==> config.mk <==
export PLATFORM = sky130hd
export DESIGN_NAME = looping_hue_to_rgba
export DESIGN_NICKNAME = d
export VERILOG_FILES = /design/src/hw/rtl/lhr_pkg.sv /design/src/hw/rtl/looping_hue_to_rgba.sv /design/src/hw/rtl/lhr_hue_front.sv /design/src/hw/rtl/lhr_chan_calc.sv
export SDC_FILE = /design/constraint.sdc
export NUM_CORES = 1
export LEC_CHECK = 0
export BUFFER_PORTS_ARGS = -buffer_cell sky130_fd_sc_hd__buf_4
export CAP_MARGIN = 20
export CORE_MARGIN = 3
export CORE_UTILIZATION = 35
export CTS_CLUSTER_SIZE = 16
export DETAILED_ROUTE_END_ITERATION = 6
export SYNTH_ARGS = -nofsm -noshare
export SYNTH_HDL_FRONTEND = slang
export SYNTH_SLANG_ARGS = --single-unit
export TNS_END_PERCENT = 100
==> constraint.sdc <==
create_clock -name i_clk -period 12.3 [get_ports i_clk]
set_clock_uncertainty 0.15 [all_clocks]
set_input_delay 1.23 -clock i_clk [delete_from_list [all_inputs] [get_ports i_clk]]
set_output_delay 1.23 -clock i_clk [all_outputs]
set_load 0.02 [all_outputs]
==> src/hw/rtl/lhr_pkg.sv <==
package lhr_pkg;

    // Hue sectors, each one sixth of a turn.
    localparam logic [2:0] SEC_RED_YELLOW     = 3'd0;
    localparam logic [2:0] SEC_YELLOW_GREEN   = 3'd1;
    localparam logic [2:0] SEC_GREEN_CYAN     = 3'd2;
    localparam logic [2:0] SEC_CYAN_BLUE      = 3'd3;
    localparam logic [2:0] SEC_BLUE_MAGENTA   = 3'd4;
    localparam logic [2:0] SEC_MAGENTA_RED    = 3'd5;

    // Per-stage control that travels down the pipeline with each request.
    typedef struct packed {
        logic       valid;
        logic [2:0] sector;
        logic [7:0] val;
        logic [7:0] alpha;
    } t_stage;

    // Exact floor(q / 255) for q up to 255 * 255, done with a reciprocal add.
    function automatic logic [7:0] div255(input logic [15:0] q);
        logic [16:0] t;
        t = {1'b0, q} + {9'd0, q[15:8]} + 17'd1;
        return t[15:8];
    endfunction

endpackage

==> src/hw/rtl/looping_hue_to_rgba.sv <==
// Looping hue to RGBA converter.
// A request is taken at each rising edge where start is high and busy is low.
// It carries a hue phase (a fraction of a full turn, wrapping), a saturation,
// a brightness and an alpha byte; 255 means full scale for the bytes.
// Each request produces one packed RGBA word on o_packed_color, marked by a
// one-cycle o_valid pulse, red in the top byte and alpha in the low byte.
// Throughput is one request per cycle: the five register stages
// (sector split, weight, chroma multiply, divide by 255, channel select)
// each hold an independent request, and busy stays low.
// The receiver cannot stall, so no result is ever held back; every request
// comes out in order exactly once.
// A synchronous reset clears every stage valid bit, dropping requests that
// were in flight; no result appears until a new request is accepted.
module looping_hue_to_rgba
    import lhr_pkg::*;
#(
    parameter int HUE_PHASE_BITS = 16
) (
    input  logic        i_clk,
    input  logic        i_rst_n,
    input  logic        start,
    output logic        busy,
    input  logic [15:0] i_hue_phase,
    input  logic [7:0]  i_saturation,
    input  logic [7:0]  i_brightness,
    input  logic [7:0]  i_alpha,
    output logic        o_valid,
    output logic [31:0] o_packed_color
);

    t_stage                  front_stage;
    logic [HUE_PHASE_BITS:0] front_k;
    logic [15:0]             front_m;
    logic [15:0]             front_vs;
    t_stage                  chan_stage;
    logic [7:0]              chan_x;
    logic [7:0]              chan_m;
    logic [7:0]              n_red;
    logic [7:0]              n_green;
    logic [7:0]              n_blue;
    logic                    r_valid;
    logic [31:0]             r_color;

    // The pipeline never stalls.
    assign busy = 1'b0;

    lhr_hue_front #(
        .HUE_PHASE_BITS(HUE_PHASE_BITS)
    ) u_front (
        .i_clk       (i_clk),
        .i_rst_n     (i_rst_n),
        .i_accept    (start && !busy),
        .i_hue_phase (i_hue_phase),
        .i_saturation(i_saturation),
        .i_brightness(i_brightness),
        .i_alpha     (i_alpha),
        .o_stage     (front_stage),
        .o_k         (front_k),
        .o_m         (front_m),
        .o_vs        (front_vs)
    );

    lhr_chan_calc #(
        .HUE_PHASE_BITS(HUE_PHASE_BITS)
    ) u_chan (
        .i_clk  (i_clk),
        .i_rst_n(i_rst_n),
        .i_stage(front_stage),
        .i_k    (front_k),
        .i_m    (front_m),
        .i_vs   (front_vs),
        .o_stage(chan_stage),
        .o_x    (chan_x),
        .o_m    (chan_m)
    );

    // Route the max, ramp and min levels to the channels by sector.
    // The max level is the brightness itself.
    always_comb begin
        case (chan_stage.sector)
            SEC_RED_YELLOW: begin
                n_red = chan_stage.val; n_green = chan_x;          n_blue = chan_m;
            end
            SEC_YELLOW_GREEN: begin
                n_red = chan_x;         n_green = chan_stage.val;  n_blue = chan_m;
            end
            SEC_GREEN_CYAN: begin
                n_red = chan_m;         n_green = chan_stage.val;  n_blue = chan_x;
            end
            SEC_CYAN_BLUE: begin
                n_red = chan_m;         n_green = chan_x;          n_blue = chan_stage.val;
            end
            SEC_BLUE_MAGENTA: begin
                n_red = chan_x;         n_green = chan_m;          n_blue = chan_stage.val;
            end
            default: begin
                n_red = chan_stage.val; n_green = chan_m;          n_blue = chan_x;
            end
        endcase
    end

    // Stage 5: output register and result strobe.
    always_ff @(posedge i_clk) begin
        if (!i_rst_n) begin
            r_valid <= 1'b0;
        end else begin
            r_valid <= chan_stage.valid;
        end
        r_color <= {n_red, n_green, n_blue, chan_stage.alpha};
    end

    assign o_valid        = r_valid;
    assign o_packed_color = r_color;

endmodule

==> src/hw/rtl/lhr_hue_front.sv <==
module lhr_hue_front
    import lhr_pkg::*;
#(
    parameter int HUE_PHASE_BITS = 16
) (
    input  logic                    i_clk,
    input  logic                    i_rst_n,
    input  logic                    i_accept,
    input  logic [15:0]             i_hue_phase,
    input  logic [7:0]              i_saturation,
    input  logic [7:0]              i_brightness,
    input  logic [7:0]              i_alpha,
    output t_stage                  o_stage,
    output logic [HUE_PHASE_BITS:0] o_k,
    output logic [15:0]             o_m,
    output logic [15:0]             o_vs
);

    localparam int P  = HUE_PHASE_BITS;
    localparam int PW = (P < 16) ? P : 16;

    logic [P-1:0] phase;
    logic [P+2:0] six;
    t_stage       n_s1;
    t_stage       r_s1;
    logic [P-1:0] r_s1_frac;
    logic [15:0]  r_s1_vs;
    logic [P:0]   n_k;
    logic [15:0]  n_m;
    t_stage       r_s2;
    logic [P:0]   r_s2_k;
    logic [15:0]  r_s2_m;
    logic [15:0]  r_s2_vs;

    // Only the low bits of the phase count; higher bits are whole turns.
    assign phase = P'(i_hue_phase[PW-1:0]);
    assign six   = ({3'd0, phase} << 2) + ({3'd0, phase} << 1);

    always_comb begin
        n_s1.valid  = i_accept;
        n_s1.sector = six[P+2:P];
        n_s1.val    = i_brightness;
        n_s1.alpha  = i_alpha;
    end

    // Stage 1: sector, fraction and the value-saturation product.
    always_ff @(posedge i_clk) begin
        if (!i_rst_n) begin
            r_s1.valid <= 1'b0;
        end else begin
            r_s1 <= n_s1;
        end
        r_s1_frac <= six[P-1:0];
        r_s1_vs   <= {8'd0, i_brightness} * {8'd0, i_saturation};
    end

    // Falling edge of the sector uses one minus the fraction.
    always_comb begin
        if (r_s1.sector[0]) begin
            n_k = {1'b1, {P{1'b0}}} - {1'b0, r_s1_frac};
        end else begin
            n_k = {1'b0, r_s1_frac};
        end
        n_m = {r_s1.val, 8'd0} - {8'd0, r_s1.val} - r_s1_vs;
    end

    // Stage 2: interpolation weight and the 255-scaled minimum component.
    always_ff @(posedge i_clk) begin
        if (!i_rst_n) begin
            r_s2.valid <= 1'b0;
        end else begin
            r_s2 <= r_s1;
        end
        r_s2_k  <= n_k;
        r_s2_m  <= n_m;
        r_s2_vs <= r_s1_vs;
    end

    assign o_stage = r_s2;
    assign o_k     = r_s2_k;
    assign o_m     = r_s2_m;
    assign o_vs    = r_s2_vs;

endmodule

==> src/hw/rtl/lhr_chan_calc.sv <==
module lhr_chan_calc
    import lhr_pkg::*;
#(
    parameter int HUE_PHASE_BITS = 16
) (
    input  logic                    i_clk,
    input  logic                    i_rst_n,
    input  t_stage                  i_stage,
    input  logic [HUE_PHASE_BITS:0] i_k,
    input  logic [15:0]             i_m,
    input  logic [15:0]             i_vs,
    output t_stage                  o_stage,
    output logic [7:0]              o_x,
    output logic [7:0]              o_m
);

    localparam int P = HUE_PHASE_BITS;

    t_stage        r_s3;
    logic [P+16:0] r_s3_prod;
    logic [15:0]   r_s3_m;
    logic [15:0]   n_qx;
    t_stage        r_s4;
    logic [7:0]    r_s4_x;
    logic [7:0]    r_s4_m;

    // Stage 3: scale the chroma by the interpolation weight.
    always_ff @(posedge i_clk) begin
        if (!i_rst_n) begin
            r_s3.valid <= 1'b0;
        end else begin
            r_s3 <= i_stage;
        end
        r_s3_prod <= {{(P+1){1'b0}}, i_vs} * {16'd0, i_k};
        r_s3_m    <= i_m;
    end

    // The product never exceeds the chroma, so the sum stays within 16 bits.
    assign n_qx = r_s3_m + r_s3_prod[P+15:P];

    // Stage 4: bring both levels back to the 0..255 scale.
    always_ff @(posedge i_clk) begin
        if (!i_rst_n) begin
            r_s4.valid <= 1'b0;
        end else begin
            r_s4 <= r_s3;
        end
        r_s4_x <= div255(n_qx);
        r_s4_m <= div255(r_s3_m);
    end

    assign o_stage = r_s4;
    assign o_x     = r_s4_x;
    assign o_m     = r_s4_m;

endmodule

==> key figures <==
Timing
  • Fmax: roughly 150 MHz
  • Final WS setup: 5820 ps
  • Fin crit share: 0.527
  • Number of hold violations in the final report: 0
  • Worst-margin pin slew: 1110 ps
  • Endpoints failing setup: 0
  • Slew Limit Fails: 0
  • Final min period: roughly 6500 ps
  • Worst slew margin: 0.257
  • Setup_tns: 0 ps
  • Unrepaired setup endpoints after global routing: false

Synthesis
  • Synth Area in XOR/XNOR: 0.0413
  • Post-synth cell types: 68
  • Mapped cell area: roughly 20000 um2
  • Complex-gate fraction of the synthesized area: 0.0863
  • Yosys warns: 0
  • Main combinational cell family by area after synthesis: adder cells
  • Yosys top cell by area: fa_1
  • Cells after Synth: about 2000
  • Syn avg cell area: 9.98 um2
  • Area share of fa/ha/maj cells after synthesis: 0.371
  • Top-area cell type share of the netlist area: 0.237
  • Seq/Total Area, Yosys: 0.285
  • Post-synthesis mux area share: 0.00462
  • Post-Synth Simple-Gate Area: 0.137
  • Top cells by area, synth: fa_1, dfxtp_1, ha_1, edfxtp_1, inv_1
  • Main synth FF type: dfxtp_1
  • Post-synthesis register bit count: 240
  • Post-synth net total: 2438
  • Post-synth ARST share: 0
  • EDFF count, synth: 76

Floorplan
  • IO Pins: 77
  • Num rows: 85
  • Die Ht: 242 um
  • DIE AREA: 58600 um2
  • Initial core utilization: 0.358
  • Core Region: approximately 54000 um2
  • Die width: approximately 240 um

Cells and area
  • Most frequent cells in the layout: inv_1, fa_1, ha_1
  • Share of layout cells above drive strength 1: 0.0662
  • Layout area overhead: 10.8%
  • Post-route non-filler standard cell count: approximately 2800
  • Antenna cells: 0
  • Most common cell after layout, fill and taps aside: inv_1
  • Nets: 2490

Critical path
  • Worst reg2reg setup slack: just under 6000 ps
  • Critical path class: flop to flop
  • R2R depth: 19
  • Most frequent cell on the critical path: fa_1
  • Setup crit end kind: flop
  • Worst Path Buf+Inv: 3
  • Critical path's slowest cell: dfxtp_1
  • Critical path arrival: 6730 ps
  • Crit. path cell count: 19
  • Crit path launch type: flop
  • CP Max Fanout: 16
  • Delay-heaviest family, CP: adder cells
  • CP Cell Sequence: nand2_1, fa_1, inv_1, fa_1, fa_1, fa_1, fa_1, inv_1, fa_1, inv_1, ha_1, a21oi_1, o21ai_0, a211oi_1, a211o_1, o211a_4, o311ai_4, a21oi_2, xnor2_1
  • CP max stage delay: 790 ps
  • Critical Path RT: 12550 ps

CTS
  • Max clock buf depth: 3
  • CTS clk-pin slew, worst paths: 60 ps
  • CTS Buf Count: 24
  • Sink Count: between 200 and 250
  • CTS tree: done
  • Hold buffers post-CTS: 0
  • Postcts setup bufs: 0
  • Root Buffer: clkbuf_16
  • # H-tree levels: 1
  • Post-CTS Resized: 0
  • Later-pin clock latency in the skew report: 540 ps

Global route
  • Largest net degree at the start of global routing: 82
  • Total track usage: 0.147
  • GR Overflow Total: 0
  • Number of global-route vias before repair: 13600
  • Antenna violations before repair: 0
  • First-pass GRT wire length: 70800 um

Routing
  • Detailed Route Iter0 Violations: about 690
  • Number of vias per cell: ~4.8
  • DRC viols: 0
  • Final WL: ~42000 um
  • Pre-antenna DRT Iters: 5
  • Vias: 13200
  • Antenna Nets Post-Route: 0
  • Wirelength per Cell: about 15 um

Job
  • Max Cap Viol: 0

Place
  • GPL Wtd Cong: 0.896
  • Post-placement cell count: 2720
  • Dpl ws: 5820 ps
  • Count of port buffers added during placement: 75
  • Post-detail-place hpwl: ~34000 um

Min path
  • Worst Hold Class: flop to flop
  • Hold depth: 0

Run status
  • Status: finished, final reports clean
cell type report:
type                    instances  area, um2
fillers                      5410      32800
clock buffers                  35        723
flip-flops and latches        240       5570
inverters                     334       1250
well taps                     739        925
clock inverters                 9       80.1
multi-input cells            1330      12500
repair buffers                 77        578
kinds of logic after synthesis:
kind of cell | count (synthesis)
xor gates and xnor gates | 92
DFF | 240
adders and majority gates | 440
buffers and inverters | 385
other | 1
AOI/OAI and AO/OA | 248
muxes | 9
and+or+nand+nor | 540
sequential cells by signal, summed over array words and instances, names as in the netlist:
signal,flops
o_packed_color,32
u_front.o_m,16
u_front.r_s1_vs,16
u_front.o_vs,16
o_valid,1
u_chan.o_m,8
u_front.o_k,16
u_chan.r_s3_m,16
u_front.r_s1,20
u_chan.o_x,8
u_front.r_s1_frac,15
u_chan.r_s3_prod,16
u_front.o_stage,20
u_chan.o_stage,20
u_chan.r_s3,20
final timing paths:
check              startpoint              endpoint
max          u_front.o_vs[11]  u_chan.r_s3_prod[31]
min            u_front.o_m[7]      u_chan.r_s3_m[7]
max reg2reg  u_front.o_vs[11]  u_chan.r_s3_prod[31]
min reg2reg    u_front.o_m[7]      u_chan.r_s3_m[7]
cells in the mapped netlist, drive strengths merged (3+ instances only):
| cell type | n |
|---|---|
| xnor2 | 72 |
| a211o | 4 |
| a21boi | 3 |
| o211ai | 6 |
| nand2 | 200 |
| buf | 4 |
| nand4 | 9 |
| and4 | 3 |
| ha | 209 |
| dfxtp | 164 |
| a311oi | 6 |
| o31ai | 3 |
| a21oi | 61 |
| inv | 334 |
| a31oi | 11 |
| o41ai | 3 |
| nand2b | 16 |
| o21bai | 5 |
| o21ai | 57 |
| a221o | 9 |
| o2111ai | 4 |
| a21o | 15 |
| nand3 | 16 |
| o22ai | 10 |
| or2 | 4 |
| and2 | 164 |
| or3 | 6 |
| nor2b | 10 |
| edfxtp | 76 |
| a211oi | 12 |
| a31o | 4 |
| and3 | 7 |
| fa | 231 |
| o21a | 12 |
| clkbuf | 47 |
| mux2i | 9 |
| xor2 | 20 |
| a22o | 9 |
| nor3 | 22 |
| nor2 | 75 |
| o311ai | 3 |
metrics by stage:
stage,cell area (um2),hold WS [ps],util
after floorplan,19500,160,-
after global placement,20800,166,0.382
after detailed placement,20800,162,0.382
after CTS,21600,176,0.397
after global routing,21600,181,0.397
final,21600,175,0.397
worst register-to-register path, cell delays in order (launching register included):
cell and delay, ps:
dfxtp_1 790, nand2_1 170, fa_1 590, inv_1 80, fa_1 560, fa_1 430, fa_1 460, fa_1 500
inv_1 50, fa_1 480, inv_1 40, ha_1 370, a21oi_1 100, o21ai_0 270, a211oi_1 110, a211o_1 380
o211a_4 290, o311ai_4 320, a21oi_2 100, xnor2_1 130
routing by layer:
metal,vias to the layer above,global-route usage,share of wire
li1,6391,-,-
met1,6453,0.207,0.47
met2,265,0.241,0.47
met3,53,0.0207,0.046
met4,0,0.0265,0.016
met5,-,0,0
Power is not shown: default switching activity piles up to over one toggle a cycle in this logic, so the estimate is an artifact.
